[config.mk]
export PLATFORM = sky130hd
export DESIGN_NAME = led_strip_blink_encoder
export DESIGN_NICKNAME = d
export VERILOG_FILES = /design/src/sv/lbe_pkg.sv /design/src/sv/lbe_cell.sv /design/src/sv/lbe_encoder.sv /design/src/sv/led_strip_blink_encoder.sv
export SDC_FILE = /design/constraint.sdc
export NUM_CORES = 2
export LEC_CHECK = 0
export ABC_AREA = 1
export BUFFER_PORTS_ARGS = -buffer_cell sky130_fd_sc_hd__buf_2
export CORE_MARGIN = 2
export CORE_UTILIZATION = 35
export DETAILED_ROUTE_END_ITERATION = 10
export GPL_TIMING_DRIVEN = 0
export PLACE_DENSITY = 0.51
export SLEW_MARGIN = 5
export SYNTH_ARGS = -nofsm -noshare
export SYNTH_HDL_FRONTEND = slang
export SYNTH_SLANG_ARGS = --single-unit
[constraint.sdc]
create_clock -name clk -period 32.2 [get_ports clk]
set_input_delay 6.44 -clock clk [delete_from_list [all_inputs] [get_ports clk]]
set_output_delay 6.44 -clock clk [all_outputs]
set_load 0.02 [all_outputs]
[src/sv/lbe_pkg.sv]
package lbe_pkg;

	localparam int LED_COUNT_DEF = 16;
	localparam int COLOR_W       = 24;
	localparam int TIME_W        = 8;
	localparam int CFG_IDX_W     = 1;

	localparam logic [7:0]         CODE_ZERO_RST = 8'hFC;
	localparam logic [7:0]         CODE_ONE_RST  = 8'hE0;
	localparam logic [COLOR_W-1:0] ON_COLOR_RST  = 24'h0000FF;
	localparam logic [COLOR_W-1:0] OFF_COLOR_RST = 24'h000000;

	localparam logic [CFG_IDX_W-1:0] CFG_CODE_ZERO = 1'b0;
	localparam logic [CFG_IDX_W-1:0] CFG_CODE_ONE  = 1'b1;

	typedef enum logic [2:0] {
		OP_TICK     = 3'd0,
		OP_FORCE    = 3'd1,
		OP_SET_ON   = 3'd2,
		OP_SET_BOTH = 3'd3,
		OP_PATTERN  = 3'd4
	} op_t;

	typedef enum logic [1:0] {
		CH_GREEN = 2'd0,
		CH_RED   = 2'd1,
		CH_BLUE  = 2'd2
	} ch_t;

	// command broadcast to every cell
	typedef struct packed {
		op_t                op;
		logic               on_flag;
		logic [COLOR_W-1:0] on_color;
		logic [COLOR_W-1:0] off_color;
		logic [TIME_W-1:0]  on_ticks;
		logic [TIME_W-1:0]  off_ticks;
	} cmd_t;

	// expand one data byte into eight code bytes, bit 7 first
	function automatic logic [63:0] encode_byte(logic [7:0] v, logic [7:0] zero_b,
		logic [7:0] one_b);
		logic [63:0] acc;
		acc = '0;
		for (int j = 0; j < 8; j++) begin
			acc[j*8 +: 8] = v[j] ? one_b : zero_b;
		end
		return acc;
	endfunction

endpackage

[src/sv/lbe_cell.sv]
module lbe_cell (
	input  logic                          clk,
	input  logic                          arst_n,
	input  logic                          cmd_en,
	input  lbe_pkg::cmd_t                 cmd,
	input  logic                          tick,
	input  logic                          shift,
	input  logic [lbe_pkg::COLOR_W-1:0]   shift_in,
	output logic [lbe_pkg::COLOR_W-1:0]   color_q
);

	logic [lbe_pkg::TIME_W-1:0]  on_time_q;
	logic [lbe_pkg::TIME_W-1:0]  off_time_q;
	logic [lbe_pkg::TIME_W-1:0]  timer_q;
	logic [lbe_pkg::COLOR_W-1:0] on_color_q;
	logic [lbe_pkg::COLOR_W-1:0] off_color_q;

	logic                        lit;
	logic                        blinking;
	logic [lbe_pkg::TIME_W-1:0]  timer_inc;
	logic [lbe_pkg::TIME_W:0]    period;
	logic [lbe_pkg::TIME_W-1:0]  timer_nxt;

	always_comb begin
		blinking  = (on_time_q != '0) && (off_time_q != '0);
		period    = {1'b0, on_time_q} + {1'b0, off_time_q};
		timer_inc = timer_q + 1'b1;
		timer_nxt = ({1'b0, timer_inc} > period) ? '0 : timer_inc;
		if (on_time_q == '0) begin
			lit = 1'b0;
		end else if (off_time_q == '0) begin
			lit = 1'b1;
		end else begin
			lit = timer_q < on_time_q;
		end
	end

	always_ff @(posedge clk or negedge arst_n) begin
		if (!arst_n) begin
			on_time_q   <= '0;
			off_time_q  <= '0;
			timer_q     <= '0;
			on_color_q  <= lbe_pkg::ON_COLOR_RST;
			off_color_q <= lbe_pkg::OFF_COLOR_RST;
		end else if (tick) begin
			if (blinking) begin
				timer_q <= timer_nxt;
			end
		end else if (cmd_en) begin
			case (cmd.op)
				lbe_pkg::OP_FORCE: begin
					on_time_q  <= {{(lbe_pkg::TIME_W-1){1'b0}}, cmd.on_flag};
					off_time_q <= {{(lbe_pkg::TIME_W-1){1'b0}}, ~cmd.on_flag};
				end
				lbe_pkg::OP_SET_ON: begin
					on_color_q <= cmd.on_color;
					on_time_q  <= {{(lbe_pkg::TIME_W-1){1'b0}}, 1'b1};
					off_time_q <= '0;
				end
				lbe_pkg::OP_SET_BOTH: begin
					on_color_q  <= cmd.on_color;
					off_color_q <= cmd.off_color;
				end
				lbe_pkg::OP_PATTERN: begin
					if (on_time_q != cmd.on_ticks || off_time_q != cmd.off_ticks) begin
						on_time_q  <= cmd.on_ticks;
						off_time_q <= cmd.off_ticks;
						timer_q    <= '0;
					end
				end
				default: begin
				end
			endcase
		end
	end

	// chosen color, loaded on tick, then passed toward the head of the chain
	always_ff @(posedge clk) begin
		if (tick) begin
			color_q <= lit ? on_color_q : off_color_q;
		end else if (shift) begin
			color_q <= shift_in;
		end
	end

endmodule

[src/sv/lbe_encoder.sv]
module lbe_encoder #(
	parameter int LED_COUNT = lbe_pkg::LED_COUNT_DEF
) (
	input  logic                          clk,
	input  logic                          arst_n,
	input  logic                          start,
	input  logic [lbe_pkg::COLOR_W-1:0]   head_color,
	input  logic [7:0]                    code_zero,
	input  logic [7:0]                    code_one,
	input  logic                          out_stall,
	output logic                          busy_q,
	output logic                          shift,
	output logic                          out_valid,
	output logic [3:0]                    out_led,
	output logic [1:0]                    channel,
	output logic [63:0]                   code_bytes,
	output logic                          last
);

	localparam int LED_W = (LED_COUNT > 1) ? $clog2(LED_COUNT) : 1;

	logic [LED_W-1:0]  led_q;
	lbe_pkg::ch_t      chan_q;
	logic              out_valid_q;
	logic [3:0]        out_led_q;
	lbe_pkg::ch_t      channel_q;
	logic [63:0]       code_bytes_q;
	logic              last_q;

	logic              load;
	logic              last_led;
	logic [7:0]        data_byte;
	logic [LED_W+3:0]  led_ext;

	always_comb begin
		load     = busy_q && (!out_valid_q || !out_stall);
		last_led = (led_q == LED_W'(LED_COUNT - 1));
		shift    = load && (chan_q == lbe_pkg::CH_BLUE);
		led_ext  = {4'b0000, led_q};
		case (chan_q)
			lbe_pkg::CH_GREEN: data_byte = head_color[15:8];
			lbe_pkg::CH_RED:   data_byte = head_color[23:16];
			lbe_pkg::CH_BLUE:  data_byte = head_color[7:0];
			default:           data_byte = head_color[7:0];
		endcase
	end

	always_ff @(posedge clk or negedge arst_n) begin
		if (!arst_n) begin
			busy_q      <= 1'b0;
			led_q       <= '0;
			chan_q      <= lbe_pkg::CH_GREEN;
			out_valid_q <= 1'b0;
		end else begin
			if (start) begin
				busy_q <= 1'b1;
				led_q  <= '0;
				chan_q <= lbe_pkg::CH_GREEN;
			end else if (load) begin
				case (chan_q)
					lbe_pkg::CH_GREEN: chan_q <= lbe_pkg::CH_RED;
					lbe_pkg::CH_RED:   chan_q <= lbe_pkg::CH_BLUE;
					default: begin
						chan_q <= lbe_pkg::CH_GREEN;
						if (last_led) begin
							busy_q <= 1'b0;
							led_q  <= '0;
						end else begin
							led_q <= led_q + 1'b1;
						end
					end
				endcase
			end
			if (load) begin
				out_valid_q <= 1'b1;
			end else if (!out_stall) begin
				out_valid_q <= 1'b0;
			end
		end
	end

	always_ff @(posedge clk) begin
		if (load) begin
			out_led_q    <= led_ext[3:0];
			channel_q    <= chan_q;
			code_bytes_q <= lbe_pkg::encode_byte(data_byte, code_zero, code_one);
			last_q       <= last_led && (chan_q == lbe_pkg::CH_BLUE);
		end
	end

	assign out_valid  = out_valid_q;
	assign out_led    = out_led_q;
	assign channel    = channel_q;
	assign code_bytes = code_bytes_q;
	assign last       = last_q;

endmodule

[src/sv/led_strip_blink_encoder.sv]
// LED strip blink encoder.
// Input channel (in_valid / in_stall): one request per command. Force state,
// set on color, set both colors and set pattern update one LED cell and
// give no result; an index at or above LED_COUNT is dropped.
// A tick request makes every cell decide on/off, advance its blink timer if
// it is blinking and latch its chosen color; the colors then march down the
// cell chain toward the encoder, one LED per three results.
// Output channel (out_valid / out_stall): a tick gives 3 * LED_COUNT results
// (green, red, blue per LED, LED 0 first), last set on the final one. The
// first result shows once the encoder has turned busy and loaded it into the
// output register; with no stall the results follow one per cycle, paced by
// the single output register.
// in_stall stays high while a tick is being sent out and drops once the final
// result has been loaded into the output register.
// A stalled result holds its value; sending pauses until out_stall drops.
// Config port (cfg_valid / cfg_ready): index 0 sets the code byte for a zero
// bit, index 1 for a one bit; always ready. Write it only while idle.
// Reset clears all timers and times, sets on colors to blue, off colors to
// black, and the code bytes to 0xFC and 0xE0.
module led_strip_blink_encoder #(
	parameter int LED_COUNT = lbe_pkg::LED_COUNT_DEF
) (
	input  logic                              clk,
	input  logic                              arst_n,
	input  logic                              in_valid,
	output logic                              in_stall,
	input  logic [2:0]                        opcode,
	input  logic [7:0]                        led_index,
	input  logic                              on_flag,
	input  logic [23:0]                       on_color,
	input  logic [23:0]                       off_color,
	input  logic [7:0]                        on_ticks,
	input  logic [7:0]                        off_ticks,
	output logic                              out_valid,
	input  logic                              out_stall,
	output logic [3:0]                        out_led,
	output logic [1:0]                        channel,
	output logic [63:0]                       code_bytes,
	output logic                              last,
	input  logic                              cfg_valid,
	output logic                              cfg_ready,
	input  logic [lbe_pkg::CFG_IDX_W-1:0]     cfg_index,
	input  logic [7:0]                        cfg_data
);

	logic                         busy;
	logic                         accept;
	logic                         tick;
	logic                         shift;
	lbe_pkg::cmd_t                cmd;
	logic [7:0]                   code_zero_q;
	logic [7:0]                   code_one_q;
	logic [lbe_pkg::COLOR_W-1:0]  colors [LED_COUNT];

	assign in_stall  = busy;
	assign cfg_ready = 1'b1;
	assign accept    = in_valid && !busy;

	always_comb begin
		cmd.op        = lbe_pkg::op_t'(opcode);
		cmd.on_flag   = on_flag;
		cmd.on_color  = on_color;
		cmd.off_color = off_color;
		cmd.on_ticks  = on_ticks;
		cmd.off_ticks = off_ticks;
		tick          = accept && (cmd.op == lbe_pkg::OP_TICK);
	end

	// code byte registers
	always_ff @(posedge clk or negedge arst_n) begin
		if (!arst_n) begin
			code_zero_q <= lbe_pkg::CODE_ZERO_RST;
			code_one_q  <= lbe_pkg::CODE_ONE_RST;
		end else if (cfg_valid) begin
			case (cfg_index)
				lbe_pkg::CFG_CODE_ZERO: code_zero_q <= cfg_data;
				lbe_pkg::CFG_CODE_ONE:  code_one_q  <= cfg_data;
				default: begin
				end
			endcase
		end
	end

	// one cell per LED; colors advance toward cell 0 on each shift
	for (genvar i = 0; i < LED_COUNT; i++) begin : g_cell
		logic [lbe_pkg::COLOR_W-1:0] nxt_color;
		if (i == LED_COUNT - 1) begin : g_tail
			assign nxt_color = '0;
		end else begin : g_mid
			assign nxt_color = colors[i+1];
		end
		lbe_cell u_cell (
			.clk      (clk),
			.arst_n   (arst_n),
			.cmd_en   (accept && (led_index == 8'(i))),
			.cmd      (cmd),
			.tick     (tick),
			.shift    (shift),
			.shift_in (nxt_color),
			.color_q  (colors[i])
		);
	end

	lbe_encoder #(
		.LED_COUNT (LED_COUNT)
	) u_encoder (
		.clk        (clk),
		.arst_n     (arst_n),
		.start      (tick),
		.head_color (colors[0]),
		.code_zero  (code_zero_q),
		.code_one   (code_one_q),
		.out_stall  (out_stall),
		.busy_q     (busy),
		.shift      (shift),
		.out_valid  (out_valid),
		.out_led    (out_led),
		.channel    (channel),
		.code_bytes (code_bytes),
		.last       (last)
	);

endmodule
==> summary.txt <==
Post-synthesis mux area share: 0
Routability cong.: 0.927
Failing checks: capacitance limit, slew limit
Int Power: 3.78 mW
Initial core utilization: 0.351
Synth Flop Type: dfrtp_1
Clock sink total: 1,631
First-pass GRT wire length: 475,000 um
Simple-gate share of the synthesized area: 0.244
Complex-gate fraction of the synthesized area: 0.0838
Clock Tree Buf Depth: 3
Port Buf Inserts: 146
Slew headroom: -0.000419
Clock power share: 0.423
Setup crit end kind: register
Router iterations before antenna repair: 9
WS Path Type: in -> reg
Post-DP HPWL: 237,000 um
Fin. max-slew vios: 10
FP Rows: 182
Combinational share of power: 0.121
Crit path DAT: 11,110 ps
Number of synthesized register bits: 1,631
Die height: 500 um
CTS root buf: clkbuf_16
Fmax: 95.1 MHz
Post-CTS Setup Bufs: 0
Required time worst endpoint: 32,790 ps
Mapped cell area: 86,200 um^2
Total GRT Usage: 0.258
Setup-failing EPs final: 0
Core ar.: 245,000 um^2
Most frequent cells in the layout: 3,261 x nand2_1, 1,039 x dfrtp_1, 908 x inv_1
Sequential power share: 0.457
Commonest non-fill, non-tap cell in the layout: nand2_1
Area Overhead vs Synth: 14.0%
Pwr Total: 5.26 mW
WL final: 329,000 um
Detailed-route via count: 72,457
Switch share: 0.281
Mapped Avg Cell Area: 8.50 um^2
Switching pwr: 1.48 mW
Min Tclk post-route: 10,520 ps
Die width: 500 um
Worst-Skew Late Latency: 890 ps
Vias in the first global route: 68,987
First DRT Iteration DRCs: 7,794
Distinct cell type count after synthesis: 47
RSZ-0062 raised after global routing: false
Post-Synthesis Cells: 10,136
XOR/XNOR share of the synthesized area: 0.0412
CTS tree: done
Drt via density: 5.21
Post-synth EDFFs: 455
Crit start category: primary input
IO Pins: 164
Routed wire per std cell: 23.7 um
Synthesis Warnings: 0
Initial antenna violation count: 47
Post-CTS Hold Fix Bufs: 0
Largest net degree at the start of global routing: 160
Max rail drop VDD: 59.7 uV
Layout cell share with drive strength beyond 1: 0.0906
GR Overflow Total: 0
Synth Area in Adders: 0.0596
Status: complete, but fails checks
Final setup TNS: 0 ps
# nets final: 10,993
CTS clock-pin slew for the worst setup and hold paths: 60 ps
Post-CTS Resized: 0
CTS Buf Count: 186
Pleak: 45.5 nW
Syn Nets: 10,627
Hold Crit Class: reg -> reg
Register area share after synthesis: 0.502
Main combinational cell family by area after synthesis: simple AND/OR/NAND/NOR gates
Worst-Margin Slew: 1500 ps
Fin crit share: 0.327
Skew final: 77.9 ps
Die outline area: 250,000 um^2
Hold Violations, Final: 0
Residual DRC: 0
Critical-path maximum fanout: 29
H-tree levels: 4
FFs w/ async S/R, synth: 0.721
Antenna viol nets, final: 0
PwrDens: 53.6 nW/um^2
Max cap viols: 1
power groups by stage:
stage	Sequential (mW)	Clock, mW	Combinational [mW]
6_report	2.40	2.23	0.635
3_5_place_dp	2.44	0	0.633
2_1_floorplan	2.58	0	0.261
3_3_place_gp	2.59	0	0.584
5_1_grt	2.41	2.33	0.680
4_1_cts	2.40	2.25	0.635
worst paths after layout:
kind | startpoint | end | slack (ps) | cells past startpoint
worst max-delay path | in_valid | g_cell[13].u_cell.color_q[12]$_DFFE_PP_ | 21680 | 17
max in group asynchronous | arst_n | g_cell[0].u_cell.off_color_q[0]$_DFFE_PN0P_ | 23850 | 5
worst max register to register | u_encoder.busy_q$_DFFE_PN0P_ | g_cell[13].u_cell.color_q[12]$_DFFE_PP_ | 26950 | 15
worst min register to register | g_cell[1].u_cell.on_color_q[1]$_DFFE_PN1P_ | g_cell[1].u_cell.on_color_q[1]$_DFFE_PN1P_ | 470 | 2
worst min-delay path | g_cell[1].u_cell.on_color_q[1]$_DFFE_PN1P_ | g_cell[1].u_cell.on_color_q[1]$_DFFE_PN1P_ | 470 | 2
min in group asynchronous | arst_n | g_cell[2].u_cell.timer_q[0]$_DFFE_PN0P_ | 5650 | 2
stage by stage:
| stage | instances | cell area [um^2] | hold slack (ps) | util | setup slack, ps |
|---|---|---|---|---|---|
| after floorplan | 10136 | 86200 | 444 | - | 3810 |
| after global placement | 13502 | 90900 | 458 | 0.370 | -5340 |
| after detailed placement | 13534 | 91800 | 461 | 0.374 | 20800 |
| after CTS | 13885 | 98200 | 471 | 0.400 | 21740 |
| after global routing | 13890 | 98200 | 485 | 0.400 | 21510 |
| final | 13899 | 98200 | 469 | 0.400 | 21680 |
layer usage:
layer	wire length [um]	vias to the layer above	GRT usage
met2	146000	2751	0.399
met3	26000	508	0.0439
met5	8	-	0
met1	143000	35371	0.357
met4	14600	2	0.107
li1	-	33825	-
logic make-up (layout without fill, tap and decap cells):
group           Yosys count  after routing
compound gates         1402           1402
xor+xnor                405            405
fa+ha+maj               401            401
buf+inv                1445           1974
flops                  1631           1631
other cells               1             15
simple gates           4851           4851
synthesized netlist by cell type, types with 20 or more instances:
| cell | instances | share of area |
|---|---|---|
| a21oi_1 | 215 | 0.012 |
| buf_1 | 20 | 0.00087 |
| buf_2 | 211 | 0.012 |
| buf_6 | 30 | 0.0039 |
| clkbuf_1 | 242 | 0.011 |
| dfrtp_1 | 1039 | 0.30 |
| dfstp_2 | 137 | 0.042 |
| edfxtp_1 | 455 | 0.16 |
| ha_1 | 385 | 0.056 |
| inv_1 | 908 | 0.040 |
| nand2_1 | 3261 | 0.14 |
| nand3_1 | 674 | 0.039 |
| nand3b_1 | 365 | 0.032 |
| nand4_1 | 94 | 0.0068 |
| nor2_1 | 327 | 0.014 |
| nor3_1 | 60 | 0.0035 |
| nor4_1 | 31 | 0.0023 |
| o21ai_0 | 760 | 0.044 |
| o21ai_1 | 357 | 0.021 |
| xnor2_1 | 141 | 0.014 |
| xor2_1 | 264 | 0.027 |
flip-flops by register name, indices dropped and copies added (netlist names):
register and flops:
u_encoder.chan_q 2, g_cell.u_cell.off_color_q 384, g_cell.u_cell.on_color_q 384, u_encoder.led_q 4, g_cell.u_cell.off_time_q 128, u_encoder.code_bytes 64
g_cell.u_cell.timer_q 128, u_encoder.channel 2, g_cell.u_cell.color_q 384, g_cell.u_cell.on_time_q 128, u_encoder.out_led 4, code_zero_q 8
code_one_q 8, u_encoder.busy_q 1, u_encoder.out_valid 1, u_encoder.last 1
final cells by class:
cell class / count / area [um^2]
flip-flops and latches: 1631 / 43300
repair buffers: 178 / 1510
inverters: 921 / 3460
well taps: 3220 / 4030
multi-input cells: 7060 / 37000
plain buffers: 524 / 2580
diodes: 14 / 35.0
clock buffers: 268 / 5270
clock inverters: 83 / 1100
fillers: 24655 / 147000
critical path, stage by stage:
cell      delay [ps]
buf_2             80
inv_1             50
nor2_4           390
nand3_2          310
buf_2            310
buf_2            350
clkbuf_1         640
o21ai_4          440
buf_12           260
buf_12           210
buf_12           220
buf_12           210
buf_16           180
buf_12           210
buf_12           220
buf_12           210
buf_12           220
No activity file was read; power rests on OpenSTA's default activity.
